===== config.mk =====
export PLATFORM = sky130hd
export DESIGN_NAME = token_splitter_flat
export DESIGN_NICKNAME = d
export VERILOG_FILES = /design/src/rtl/tsp_pkg.sv /design/src/rtl/tsp_if.sv /design/src/rtl/token_splitter.sv /design/src/rtl/tsp_front.sv /design/src/rtl/tsp_queue.sv /design/src/flat_wrapper.sv
export VERILOG_INCLUDE_DIRS = /design/src /design/src/rtl
export SDC_FILE = /design/constraint.sdc
export NUM_CORES = 1
export LEC_CHECK = 0
export ABC_AREA = 1
export BUFFER_PORTS_ARGS = -buffer_cell sky130_fd_sc_hd__buf_2
export CAP_MARGIN = 0
export CELL_PAD_IN_SITES_DETAIL_PLACEMENT = 1
export CELL_PAD_IN_SITES_GLOBAL_PLACEMENT = 1
export CORE_MARGIN = 4
export CORE_UTILIZATION = 46
export DETAILED_ROUTE_END_ITERATION = 8
export PLACE_DENSITY_LB_ADDON = 0.1
export SLEW_MARGIN = 25
export SYNTH_ARGS = -nofsm -noshare
export SYNTH_HDL_FRONTEND = slang
export SYNTH_HIERARCHICAL = 1
export SYNTH_SLANG_ARGS = --single-unit

===== constraint.sdc =====
create_clock -name clk -period 3.65 [get_ports clk]
set_input_delay 0.1825 -clock clk [delete_from_list [all_inputs] [get_ports clk]]
set_output_delay 0.1825 -clock clk [all_outputs]
set_load 0.01 [all_outputs]

===== src/rtl/token_splitter_defines.svh =====
// assertion macros used by the token splitter queue
`ifndef TOKEN_SPLITTER_DEFINES_SVH
`define TOKEN_SPLITTER_DEFINES_SVH

// antecedent implies consequent in the same cycle
`define TSP_ASSERT_SAME(lbl, ante, cons, msg) \
	lbl: assert property (@(posedge clk) disable iff (!arst_n) (ante) |-> (cons)) \
		else $error(msg);

// antecedent implies consequent in the next cycle
`define TSP_ASSERT_NEXT(lbl, ante, cons, msg) \
	lbl: assert property (@(posedge clk) disable iff (!arst_n) (ante) |=> (cons)) \
		else $error(msg);

`endif


===== src/rtl/tsp_pkg.sv =====
package tsp_pkg;

	// character constants
	localparam logic [7:0] CH_0     = 8'h30;
	localparam logic [7:0] CH_9     = 8'h39;
	localparam logic [7:0] CH_LA    = 8'h61;
	localparam logic [7:0] CH_LZ    = 8'h7A;
	localparam logic [7:0] CH_UA    = 8'h41;
	localparam logic [7:0] CH_UZ    = 8'h5A;
	localparam logic [7:0] CH_DASH  = 8'h2D;
	localparam logic [7:0] CH_GT    = 8'h3E;
	localparam logic [7:0] CH_LT    = 8'h3C;
	localparam logic [7:0] CH_SPACE = 8'h20;
	localparam logic [7:0] CH_NL    = 8'h0A;

	// one output item
	typedef struct packed {
		logic [7:0] out_char;
		logic       token_end;
	} tok_t;

	// what the front hands the queue in one cycle: zero, one or two items
	typedef struct packed {
		logic [1:0] num;
		tok_t       first;
		tok_t       second;
	} push_t;

	function automatic logic is_word(input logic [7:0] c);
		is_word = (c >= CH_0 && c <= CH_9) || (c >= CH_LA && c <= CH_LZ) ||
			(c >= CH_UA && c <= CH_UZ);
	endfunction

endpackage


===== src/rtl/tsp_if.sv =====
interface tsp_in_if;
	logic       valid;
	logic       ready;
	logic [7:0] in_char;
	logic       end_of_input;

	modport source(output valid, output in_char, output end_of_input, input ready);
	modport sink(input valid, input in_char, input end_of_input, output ready);
endinterface

interface tsp_out_if;
	logic       valid;
	logic       ready;
	logic [7:0] out_char;
	logic       token_end;

	modport source(output valid, output out_char, output token_end, input ready);
	modport sink(input valid, input out_char, input token_end, output ready);
endinterface


===== src/rtl/token_splitter.sv =====
// an accepted item's resolved tokens enter the queue at acceptance and leave from its head
// throughput: one input item per cycle unless stalled; it yields zero, one or two output items
// the queue drains one item per ready cycle; input stalls while fewer than two slots are free
// reset: arst_n clears the held byte and kind and empties the queue at once
module token_splitter
	import tsp_pkg::*;
#(
	parameter int DEPTH = 4
) (
	input  logic      clk,
	input  logic      arst_n,
	tsp_in_if.sink    text,
	tsp_out_if.source tokens
);

	push_t push;
	logic  room;

	// classify and resolve held byte
	tsp_front u_front (
		.clk    (clk),
		.arst_n (arst_n),
		.text   (text),
		.room   (room),
		.push   (push)
	);

	// item queue and output side
	tsp_queue #(
		.DEPTH (DEPTH)
	) u_queue (
		.clk    (clk),
		.arst_n (arst_n),
		.push   (push),
		.room   (room),
		.tokens (tokens)
	);

endmodule


===== src/rtl/tsp_front.sv =====
module tsp_front
	import tsp_pkg::*;
(
	input  logic     clk,
	input  logic     arst_n,
	tsp_in_if.sink   text,
	input  logic     room,
	output push_t    push
);

	localparam logic [1:0] KIND_NONE = 2'd0;
	localparam logic [1:0] KIND_WORD = 2'd1;
	localparam logic [1:0] KIND_DASH = 2'd2;
	localparam logic [1:0] KIND_LT   = 2'd3;

	logic [7:0] held_byte_q, held_byte_d;
	logic [1:0] held_kind_q, held_kind_d;
	logic       accept;
	logic       r0_vld, r1_vld;
	tok_t       r0, r1;
	logic       fresh;
	logic [7:0] c;

	assign text.ready = room;
	assign accept     = text.valid && text.ready;
	assign c          = text.in_char;

	// resolve held byte against the incoming one, then classify fresh byte
	always_comb begin
		r0_vld      = 1'b0;
		r1_vld      = 1'b0;
		r0          = '{out_char: held_byte_q, token_end: 1'b1};
		r1          = '{out_char: c, token_end: 1'b1};
		fresh       = 1'b0;
		held_byte_d = held_byte_q;
		held_kind_d = held_kind_q;
		if (text.end_of_input) begin
			r0_vld      = (held_kind_q != KIND_NONE);
			held_byte_d = '0;
			held_kind_d = KIND_NONE;
		end else begin
			case (held_kind_q)
				KIND_WORD: begin
					r0_vld = 1'b1;
					if (is_word(c)) begin
						r0.token_end = 1'b0;
						held_byte_d  = c;
					end else begin
						fresh = 1'b1;
					end
				end
				KIND_DASH, KIND_LT: begin
					r0_vld = 1'b1;
					if ((held_kind_q == KIND_DASH && c == CH_GT) ||
						(held_kind_q == KIND_LT && c == CH_LT)) begin
						r0.token_end = 1'b0;
						r1_vld       = 1'b1;
						held_byte_d  = '0;
						held_kind_d  = KIND_NONE;
					end else begin
						fresh = 1'b1;
					end
				end
				default: begin
					fresh = 1'b1;
				end
			endcase
			if (fresh) begin
				held_byte_d = c;
				if (is_word(c)) begin
					held_kind_d = KIND_WORD;
				end else if (c == CH_DASH) begin
					held_kind_d = KIND_DASH;
				end else if (c == CH_LT) begin
					held_kind_d = KIND_LT;
				end else begin
					held_byte_d = '0;
					held_kind_d = KIND_NONE;
					r1_vld      = (c != CH_SPACE) && (c != CH_NL);
				end
			end
		end
	end

	// pack items so the first slot is always used first
	always_comb begin
		push.num    = 2'd0;
		push.first  = r0;
		push.second = r1;
		if (accept) begin
			push.num = {1'b0, r0_vld} + {1'b0, r1_vld};
			if (!r0_vld) begin
				push.first = r1;
			end
		end
	end

	// held state
	always_ff @(posedge clk or negedge arst_n) begin
		if (!arst_n) begin
			held_byte_q <= '0;
			held_kind_q <= KIND_NONE;
		end else if (accept) begin
			held_byte_q <= held_byte_d;
			held_kind_q <= held_kind_d;
		end
	end

endmodule


===== src/rtl/tsp_queue.sv =====
`include "token_splitter_defines.svh"

module tsp_queue
	import tsp_pkg::*;
#(
	parameter int DEPTH = 4
) (
	input  logic      clk,
	input  logic      arst_n,
	input  push_t     push,
	output logic      room,
	tsp_out_if.source tokens
);

	localparam int PW = (DEPTH > 1) ? $clog2(DEPTH) : 1;
	localparam int CW = $clog2(DEPTH + 1);
	localparam logic [PW-1:0] LAST = PW'(DEPTH - 1);

	tok_t          mem_q [DEPTH];
	logic [PW-1:0] wr_ptr_q, rd_ptr_q;
	logic [PW-1:0] wr_nxt1, wr_nxt2;
	logic [CW-1:0] count_q;
	logic          pop;

	function automatic logic [PW-1:0] inc(input logic [PW-1:0] p);
		inc = (p == LAST) ? '0 : p + 1'b1;
	endfunction

	assign wr_nxt1 = inc(wr_ptr_q);
	assign wr_nxt2 = inc(wr_nxt1);

	// accept from the front only while at least two slots are free
	assign room = (count_q <= CW'(DEPTH - 2));

	assign tokens.valid     = (count_q != '0);
	assign tokens.out_char  = mem_q[rd_ptr_q].out_char;
	assign tokens.token_end = mem_q[rd_ptr_q].token_end;
	assign pop              = tokens.valid && tokens.ready;

	// item storage
	always_ff @(posedge clk) begin
		if (push.num != 2'd0) begin
			mem_q[wr_ptr_q] <= push.first;
		end
		if (push.num == 2'd2) begin
			mem_q[wr_nxt1] <= push.second;
		end
	end

	// pointers and fill count
	always_ff @(posedge clk or negedge arst_n) begin
		if (!arst_n) begin
			wr_ptr_q <= '0;
			rd_ptr_q <= '0;
			count_q  <= '0;
		end else begin
			case (push.num)
				2'd1:    wr_ptr_q <= wr_nxt1;
				2'd2:    wr_ptr_q <= wr_nxt2;
				default: wr_ptr_q <= wr_ptr_q;
			endcase
			if (pop) begin
				rd_ptr_q <= inc(rd_ptr_q);
			end
			count_q <= count_q + CW'(push.num) - CW'(pop);
		end
	end

	`TSP_ASSERT_SAME(a_count_bound, 1'b1, count_q <= CW'(DEPTH), "queue count overflow")
	`TSP_ASSERT_SAME(a_push_room, push.num != 2'd0, room, "push without room")
	`TSP_ASSERT_NEXT(a_stall_head, tokens.valid && !tokens.ready,
		tokens.valid && $stable(rd_ptr_q), "head moved while stalled")

endmodule


===== src/flat_wrapper.sv =====
// flat-port wrapper written by rule: the top's interface ports become plain ports
module token_splitter_flat import tsp_pkg::*;
#(
	parameter int DEPTH = 4
)
  (clk, arst_n, text_valid, text_in_char, text_end_of_input, text_ready, tokens_valid, tokens_out_char, tokens_token_end, tokens_ready);
  tsp_in_if text_i ();
  tsp_out_if tokens_i ();
  input  logic clk;
  input  logic arst_n;
  input wire logic [$bits(text_i.valid)-1:0] text_valid;
  input wire logic [$bits(text_i.in_char)-1:0] text_in_char;
  input wire logic [$bits(text_i.end_of_input)-1:0] text_end_of_input;
  output wire logic [$bits(text_i.ready)-1:0] text_ready;
  output wire logic [$bits(tokens_i.valid)-1:0] tokens_valid;
  output wire logic [$bits(tokens_i.out_char)-1:0] tokens_out_char;
  output wire logic [$bits(tokens_i.token_end)-1:0] tokens_token_end;
  input wire logic [$bits(tokens_i.ready)-1:0] tokens_ready;
  assign text_i.valid = text_valid;
  assign text_i.in_char = text_in_char;
  assign text_i.end_of_input = text_end_of_input;
  assign text_ready = text_i.ready;
  assign tokens_valid = tokens_i.valid;
  assign tokens_out_char = tokens_i.out_char;
  assign tokens_token_end = tokens_i.token_end;
  assign tokens_i.ready = tokens_ready;
  token_splitter #(.DEPTH(DEPTH)) u_core (.clk(clk), .arst_n(arst_n), .text(text_i), .tokens(tokens_i));
endmodule

==> summary.txt, run 1 <==
PnR worst setup slack -> 0.7990 ns
combinational share of power -> 47.7%
PostCTS Resize Cnt -> 0
Synth top area share -> 31.58%
HPWL Detailed -> 7746 um
sw frac -> 43.27%
Seq/Total Area, Yosys -> 44.01%
min-delay worst type -> in -> reg
crit path time final -> 2.851 ns
area leader, netlist -> edfxtp_1
DIE WIDTH -> 94.27 um
CTS tree -> yes
Residual DRC -> 0
final setup fails -> 0
peak per-stage delay on the critical path -> 0.47 ns
WP buf/inv -> 4
RSZ-0062 raised after global routing -> no
antenna violations before repair -> 0
Slowest-stage cell, CP -> o21ai_1
Max IR drop VDD -> 0.0002436 V
gpl congestion -> 0.9112
met2 Usage GRT -> 40.78%
FP Rows -> 31
die area -> 8886 sq um
crit-path cells -> inv_1 -> nand3_1 -> nand2_1 -> nand3_2 -> a21oi_1 -> ha_1 -> inv_1 -> nor2_1 -> inv_1 -> ha_1 -> buf_4 -> nand2_8 -> o21ai_1
family with the most delay on the worst path -> compound AO/OA/AOI/OAI gates
fin cells -> 527
Pleak -> 1.607 nW
Final ANT Viol Nets -> 0
met1 usage -> 29.69%
# hold bufs at CTS -> 1
CP Launch Type -> flop
largest net degree at the start of global routing -> 23
total routed wirelength -> 9553 um
CTS H-tree depth -> 2
number of library cell types mapped by synthesis -> 35
PD cells -> 641.3 nW/um^2
DR vias -> 2770
sequential group share of total power -> 38.3%
core area -> 7253 sq um
Relative slew margins -> 45.12%
Cell Area, Synth -> 3423 sq um
post-CTS setup buffer count -> 0
Syn. warnings -> 6
port bufs -> 23
cells after synthesis -> 414
# nets final -> 455
setup clock skew after layout -> 0.006384 ns
CTS root buf -> clkbuf_8
fin util -> 49.84%
status -> finished clean
Initial Utilization -> 47.20%
clock slew at reported path FFs -> 0.09 ns
final hold vios -> 0
1st-pass router iterations -> 4
Max FO, Critical Path -> 19
first-pass GRT wire length -> 15370 um
clock sinks -> 53
max cap viols -> 0
clock buffer depth -> 2
Slew Viols, Final -> 0
Avg Inst Size Synth -> 8.269 sq um
CP endpoint kind -> flop
Top-Level Pins -> 24
Synth area leaders -> edfxtp_1 32%, dfrtp_1 12%, nand2_1 12%, inv_1 5.5%, ha_1 5.1%
total track usage -> 23.25%
Sw Pwr -> 1.003 mW
Die Span Y -> 94.27 um
Synth-to-Final Area Change -> 5.592%
met3 GRT Util -> 2.804%
worst path required time -> 3.59 ns
CP dominant cell by count -> inv_1
WP data arrival -> 2.79 ns
hold slack -> 0.1766 ns
internal power -> 1.315 mW
fin crit share -> 78.11%
worst-margin pin slew -> 0.8178 ns
DR WL/cell -> 18.13 um
clk_lat worst skew -> 0.30 ns
Most Crowded Layer GR -> met2
initial DRC count -> 147
Fmax achieved -> 350.8 MHz
# diodes -> 0
setup slack after placement -> 0.3240 ns
Placed Cells -> 518
layout cell share with drive strength beyond 1 -> 14.72%
FF+latch count, synth -> 53
total congestion overflow -> 0
setup TNS -> 0 ns
clock power share -> 14.1%
filler cell count -> 929
Synth Net Count -> 442
routed vias/inst -> 5.256
TritonCTS Buffers -> 5
CP Class -> reg -> reg
vias in the first global route -> 2944
-- metal layers --
metal | vias up | share of wire, % | wire, um
met4 | 0 | 1.4 | 131
li1 | 1384 | - | -
met5 | - | 0 | 0
met1 | 1325 | 44 | 4199
met2 | 53 | 51 | 4894
met3 | 8 | 3.4 | 327
-- power by group through the flow --
stage / sequential (mW) / clock [mW] / combinational [mW]
5_1_grt: 0.900 / 0.363 / 1.24
3_3_place_gp: 0.896 / 0 / 1.08
4_1_cts: 0.888 / 0.336 / 1.12
3_5_place_dp: 0.899 / 0 / 1.12
6_report: 0.887 / 0.326 / 1.11
2_1_floorplan: 0.865 / 0 / 0.787
-- cell usage in the layout, fill, tap and decap left out --
cell type      instances
nor3_1                 1
xnor2_1                2
ha_1                  14
nand2_1              108
conb_1                 1
xor2_1                 1
nor2_2                 3
nand2_2                4
nand3_1               13
a21oi_1                6
nand2_8                4
nand2_4                1
o21ai_0               28
nand4_1                4
buf_4                  3
o22ai_1                9
nand3_2                2
o21ai_1               31
or2_2                  2
fa_1                   1
clkinvlp_4             2
inv_1                 50
edfxtp_1              36
clkbuf_1               1
dlygate4sd3_1          1
o21ai_2               11
buf_2                 23
a41oi_1                1
clkbuf_8               5
inv_2                  2
nand4_2                1
o31ai_1                2
dfrtp_1               17
nor2_1                37
o211ai_1               1
-- logic make-up after synthesis --
kind of cell | Yosys count | synth area share (%)
buf+inv | 73 | 10.60
fa+ha+maj | 15 | 5.702
simple gates | 180 | 23.94
flops | 53 | 44.01
compound gates | 89 | 14.88
xor+xnor | 3 | 0.7677
other cells | 1 | 0.1095
-- cell type report --
type | instances | area (sq um) | share of cell area [%]
Clock inverter | 2 | 15.01 | 0.4154
Tap cell | 99 | 123.9 | 3.427
Timing Repair Buffer | 27 | 147.6 | 4.084
Inverter | 52 | 195.2 | 5.400
Clock buffer | 6 | 72.57 | 2.008
Sequential cell | 53 | 1506 | 41.68
Multi-Input combinational cell | 288 | 1554 | 42.99
-- Yosys cell counts --
cell type,n
a21oi_1,6
a41oi_1,1
buf_1,1
buf_2,2
buf_4,12
buf_6,4
buf_8,1
clkbuf_1,1
conb_1,1
dfrtp_1,17
edfxtp_1,36
fa_1,1
ha_1,14
inv_1,50
inv_2,2
nand2_1,108
nand2_2,4
nand2_4,1
nand2_8,4
nand3_1,13
nand3_2,2
nand4_1,4
nand4_2,1
nor2_1,37
nor2_2,3
nor3_1,1
o211ai_1,1
o21ai_0,32
o21ai_1,27
o21ai_2,11
o22ai_1,9
o31ai_1,2
or2_2,2
xnor2_1,2
xor2_1,1
-- per-stage QoR --
stage                     instance area, sq um  total power, mW
after detailed placement                  3517            2.017
final                                     3615            2.318
after CTS                                 3615            2.347
after global routing                      3615            2.508
after global placement                    3517            1.977
after floorplan                           3423            1.652
-- worst paths after layout --
path	slack (ns)	cells past startpoint	start	to
worst min register to register	0.50	2	u_core/u_front/held_byte_q[2]	u_core/u_front/held_byte_q[2]
worst max-delay path	0.80	13	u_core/u_front/held_kind_q[0]	u_core/u_queue/mem_q[1][6]
worst min-delay path	0.18	4	text_end_of_input	u_core/u_front/held_kind_q[0]
max in group asynchronous	3.00	2	arst_n	u_core/u_front/held_byte_q[6]
worst max register to register	0.80	13	u_core/u_front/held_kind_q[0]	u_core/u_queue/mem_q[1][6]
min in group asynchronous	0.34	2	arst_n	u_core/u_queue/rd_ptr_q[0]
-- worst register-to-register path, stage by stage, from the launching register on --
cell	delay, ns
dfrtp_1	0.43
inv_1	0.10
nand3_1	0.08
nand2_1	0.08
nand3_2	0.14
a21oi_1	0.19
ha_1	0.25
inv_1	0.06
nor2_1	0.05
inv_1	0.08
ha_1	0.15
buf_4	0.25
nand2_8	0.15
o21ai_1	0.48
-- state kept, by name, summed over array words and instances (netlist names) --
register and count:
u_core/u_front/held_kind_q 2, u_core/u_queue/wr_ptr_q 2, u_core/u_queue/count_q 3, u_core/u_front/held_byte_q 8, u_core/u_queue/mem_q 36, u_core/u_queue/rd_ptr_q 2
Note: power is estimated with default switching activity, not from simulation.
==> run 2, diff against run 1 <==
--- a/config.mk
+++ b/config.mk
@@ -12,7 +12,7 @@
 export CELL_PAD_IN_SITES_DETAIL_PLACEMENT = 1
 export CELL_PAD_IN_SITES_GLOBAL_PLACEMENT = 1
 export CORE_MARGIN = 4
-export CORE_UTILIZATION = 46
+export CORE_UTILIZATION = 41
 export DETAILED_ROUTE_END_ITERATION = 8
 export PLACE_DENSITY_LB_ADDON = 0.1
 export SLEW_MARGIN = 25
==> constraint.sdc (replaced) <==
create_clock -name clk -period 2.35 [get_ports clk]
set_input_delay 0.1175 -clock clk [delete_from_list [all_inputs] [get_ports clk]]
set_output_delay 0.1175 -clock clk [all_outputs]
set_load 0.01 [all_outputs]
==> run 2 against run 1 <==
Against the previous run:
- sequential share of layout area is 6.3 points lower
- first-iteration DRC count shrank 41%
- non-clock buffer count up 52
- clock skew grew 0.0014 ns
- utilization grew 2.3 points
- clock power grew 96%
- critical endpoint is now u_core/u_queue/mem_q[0][5]
- largest power group unchanged
==> summary.txt, run 2 (synthesized netlist as in run 1, its figures left out) <==
status -> finished clean
# diodes -> 0 (unchanged)
Worst R2R Path Depth -> 15 (+2)
hold path cells -> 4 (unchanged)
DR WL/cell -> 16.72 um (-7.7%)
Largest Register -> u_core/u_queue/mem_q
most common library cell in the layout ignoring fill and taps -> nand2_1
hold slack -> 0.1166 ns (-0.06000 ns)
vias in the first global route -> 3152 (+7.1%)
clk_lat worst skew -> 0.31 ns (about the same)
port bufs -> 23 (unchanged)
total track usage -> 20.06% (-3.2 points)
setup clock skew after layout -> 0.007773 ns (+0.001389 ns)
total congestion overflow -> 0 (unchanged)
DR vias -> 3002 (+8.4%)
CP Class -> reg -> reg
Slew Viols, Final -> 0 (unchanged)
initial DRC count -> 87 (-41%)
final hold vios -> 0 (unchanged)
Relative slew margins -> 65.46% (+20 points)
first-pass GRT wire length -> 15670 um (+2.0%)
Area after DPL -> 3965 sq um (+13%)
final instance area -> 4263 sq um (+18%)
FP Rows -> 33 (+6.5%)
clock slew at reported path FFs -> 0.10 ns (about the same)
min-delay worst type -> in -> reg
CP Launch Type -> flop
gpl congestion -> 0.8102 (-11%)
clock buffer depth -> 2 (unchanged)
core area -> 8175 sq um (+13%)
PD cells -> 930.5 nW/um^2 (+45%)
CTS root buf -> clkbuf_8
fin crit share -> 96.21% (+18 points)
Synth-to-Final Area Change -> 24.52%
# nets final -> 509 (+12%)
setup slack after placement -> -0.1383 ns (-0.4623 ns)
PnR worst setup slack -> 0.08912 ns (-0.7099 ns)
routed vias/inst -> 5.114 (-2.7%)
max cap viols -> 0 (unchanged)
TritonCTS Buffers -> 5 (unchanged)
DIE WIDTH -> 99.38 um (+5.4%)
RSZ-0062 raised after global routing -> yes
CP endpoint kind -> flop
clock power share -> 16.1% (+2.0 points)
HPWL Detailed -> 7404 um (-4.4%)
Max IR drop VDD -> 0.0004732 V (+94%)
sequential group share of total power -> 34.6% (-3.7 points)
combinational share of power -> 49.3% (+1.6 points)
CTS tree -> yes
sw frac -> 41.52% (-1.7 points)
die area -> 9875 sq um (+11%)
Largest regs -> u_core/u_queue/mem_q: 36 flops, u_core/u_front/held_byte_q: 8 flops, u_core/u_queue/count_q: 3 flops
worst-margin pin slew -> 0.5126 ns (-0.3051 ns)
Slowest-stage cell, CP -> dfrtp_1
Die Span Y -> 99.38 um (+5.4%)
1st-pass router iterations -> 4 (unchanged)
crit-path cells -> inv_2 -> nand3_1 -> nand2_1 -> nand3_2 -> a21oi_2 -> ha_1 -> inv_1 -> nor2_2 -> inv_2 -> ha_4 -> buf_12 -> nand2_8 -> buf_4 -> nand2_1 -> o21ai_1
CTS H-tree depth -> 2 (unchanged)
final setup fails -> 0 (unchanged)
Top-Level Pins -> 24 (unchanged)
filler cell count -> 1006 (+8.3%)
fin util -> 52.14% (+2.3 points)
layout cell share with drive strength beyond 1 -> 28.01% (+13 points)
largest net degree at the start of global routing -> 22 (-4.3%)
Fmax achieved -> 442.3 MHz (+26%)
antenna violations before repair -> 0 (unchanged)
Residual DRC -> 0 (unchanged)
peak per-stage delay on the critical path -> 0.42 ns (-0.05 ns)
internal power -> 2.319 mW (+76%)
WP data arrival -> 2.31 ns (-0.48 ns)
most frequent cells in the layout -> 105 x nand2_1, 48 x inv_1, 46 x buf_4, 36 x edfxtp_1, 35 x nor2_1
worst path required time -> 2.40 ns (-1.19 ns)
clock sinks -> 53 (unchanged)
crit path time final -> 2.261 ns (-0.5901 ns)
Final ANT Viol Nets -> 0 (unchanged)
Pleak -> 1.957 nW (+22%)
Sw Pwr -> 1.647 mW (+64%)
total routed wirelength -> 9817 um (+2.8%)
Initial Utilization -> 41.87% (-5.3 points)
Max FO, Critical Path -> 5 (-14)
overall power -> 3.966 mW (+71%)
max reg flops -> 36 (unchanged)
## run 2: changes by cell type in the layout (fill, tap and decap cells not counted), sizes merged
cell | previous run | this run
clkbuf | 6 | 8
clkinv | 0 | 1
buf | 26 | 76
bufinv | 0 | 1
nand2 | 117 | 119
clkinvlp | 2 | 0
## run 2: metal layers
layer	part of all wire, %	up-vias	wire [um]	GRT usage, %
met5	0	-	0	0
met4	1.4	0	133	5.462
met3	2.9	12	282	2.805
met2	51	55	4998	35.33
met1	45	1453	4403	25.80
li1	-	1482	-	-
## run 2: power groups by stage
stage / registers [mW] / logic (mW) / clock network (mW)
floorplan: 1.34 / 1.24 / 0
global placement: 1.38 / 1.79 / 0
detailed placement: 1.39 / 1.87 / 0
CTS: 1.37 / 1.90 / 0.646
global route: 1.39 / 2.21 / 0.693
finish: 1.37 / 1.96 / 0.640
## run 2: worst max-delay path, delay by kind of cell, from the launching register on
| kind | cells | cell delay [ns] |
|---|---|---|
| fa+ha+maj | 2 | 0.39 |
| compound gates | 2 | 0.23 |
| flops | 1 | 0.42 |
| buf+inv | 5 | 0.53 |
| simple gates | 6 | 0.43 |
## run 2: stage by stage
step	TNS (ns)	cells
4_1_cts	0	579
2_1_floorplan	0	414
3_5_place_dp	-5.677	569
3_3_place_gp	-3.577	569
6_report	0	587
5_1_grt	-0.1148	587
## run 2: worst paths after layout
check | start | endpoint | slack, ns
max in group asynchronous | arst_n | u_core/u_front/held_byte_q[0] | 1.73
min in group asynchronous | arst_n | u_core/u_queue/count_q[0] | 0.28
max | u_core/u_front/held_kind_q[0] | u_core/u_queue/mem_q[0][5] | 0.09
min reg2reg | u_core/u_front/held_byte_q[4] | u_core/u_front/held_byte_q[4] | 0.50
max reg2reg | u_core/u_front/held_kind_q[0] | u_core/u_queue/mem_q[0][5] | 0.09
min | text_end_of_input | u_core/u_front/held_kind_q[0] | 0.12
## run 2: repair_timing
action,in CTS,in global routing
gates resized for setup,2,17
endpoints found under the setup margin,18,75
cloned,0,4
buffers inserted,1,4
hold endpoints to repair,17,0
hold buffers,1,0
pin swaps,0,3
## run 2: layout make-up
type                    count  area (sq um)  area share [%]
flip-flops and latches     53          1506           35.34
multi-input cells         290          1658           38.89
clock buffers               6         72.57           1.702
inverters                  52         195.2           4.579
well taps                 105         131.4           3.082
repair buffers             79         660.6           15.50
clock inverters             2         38.79          0.9099
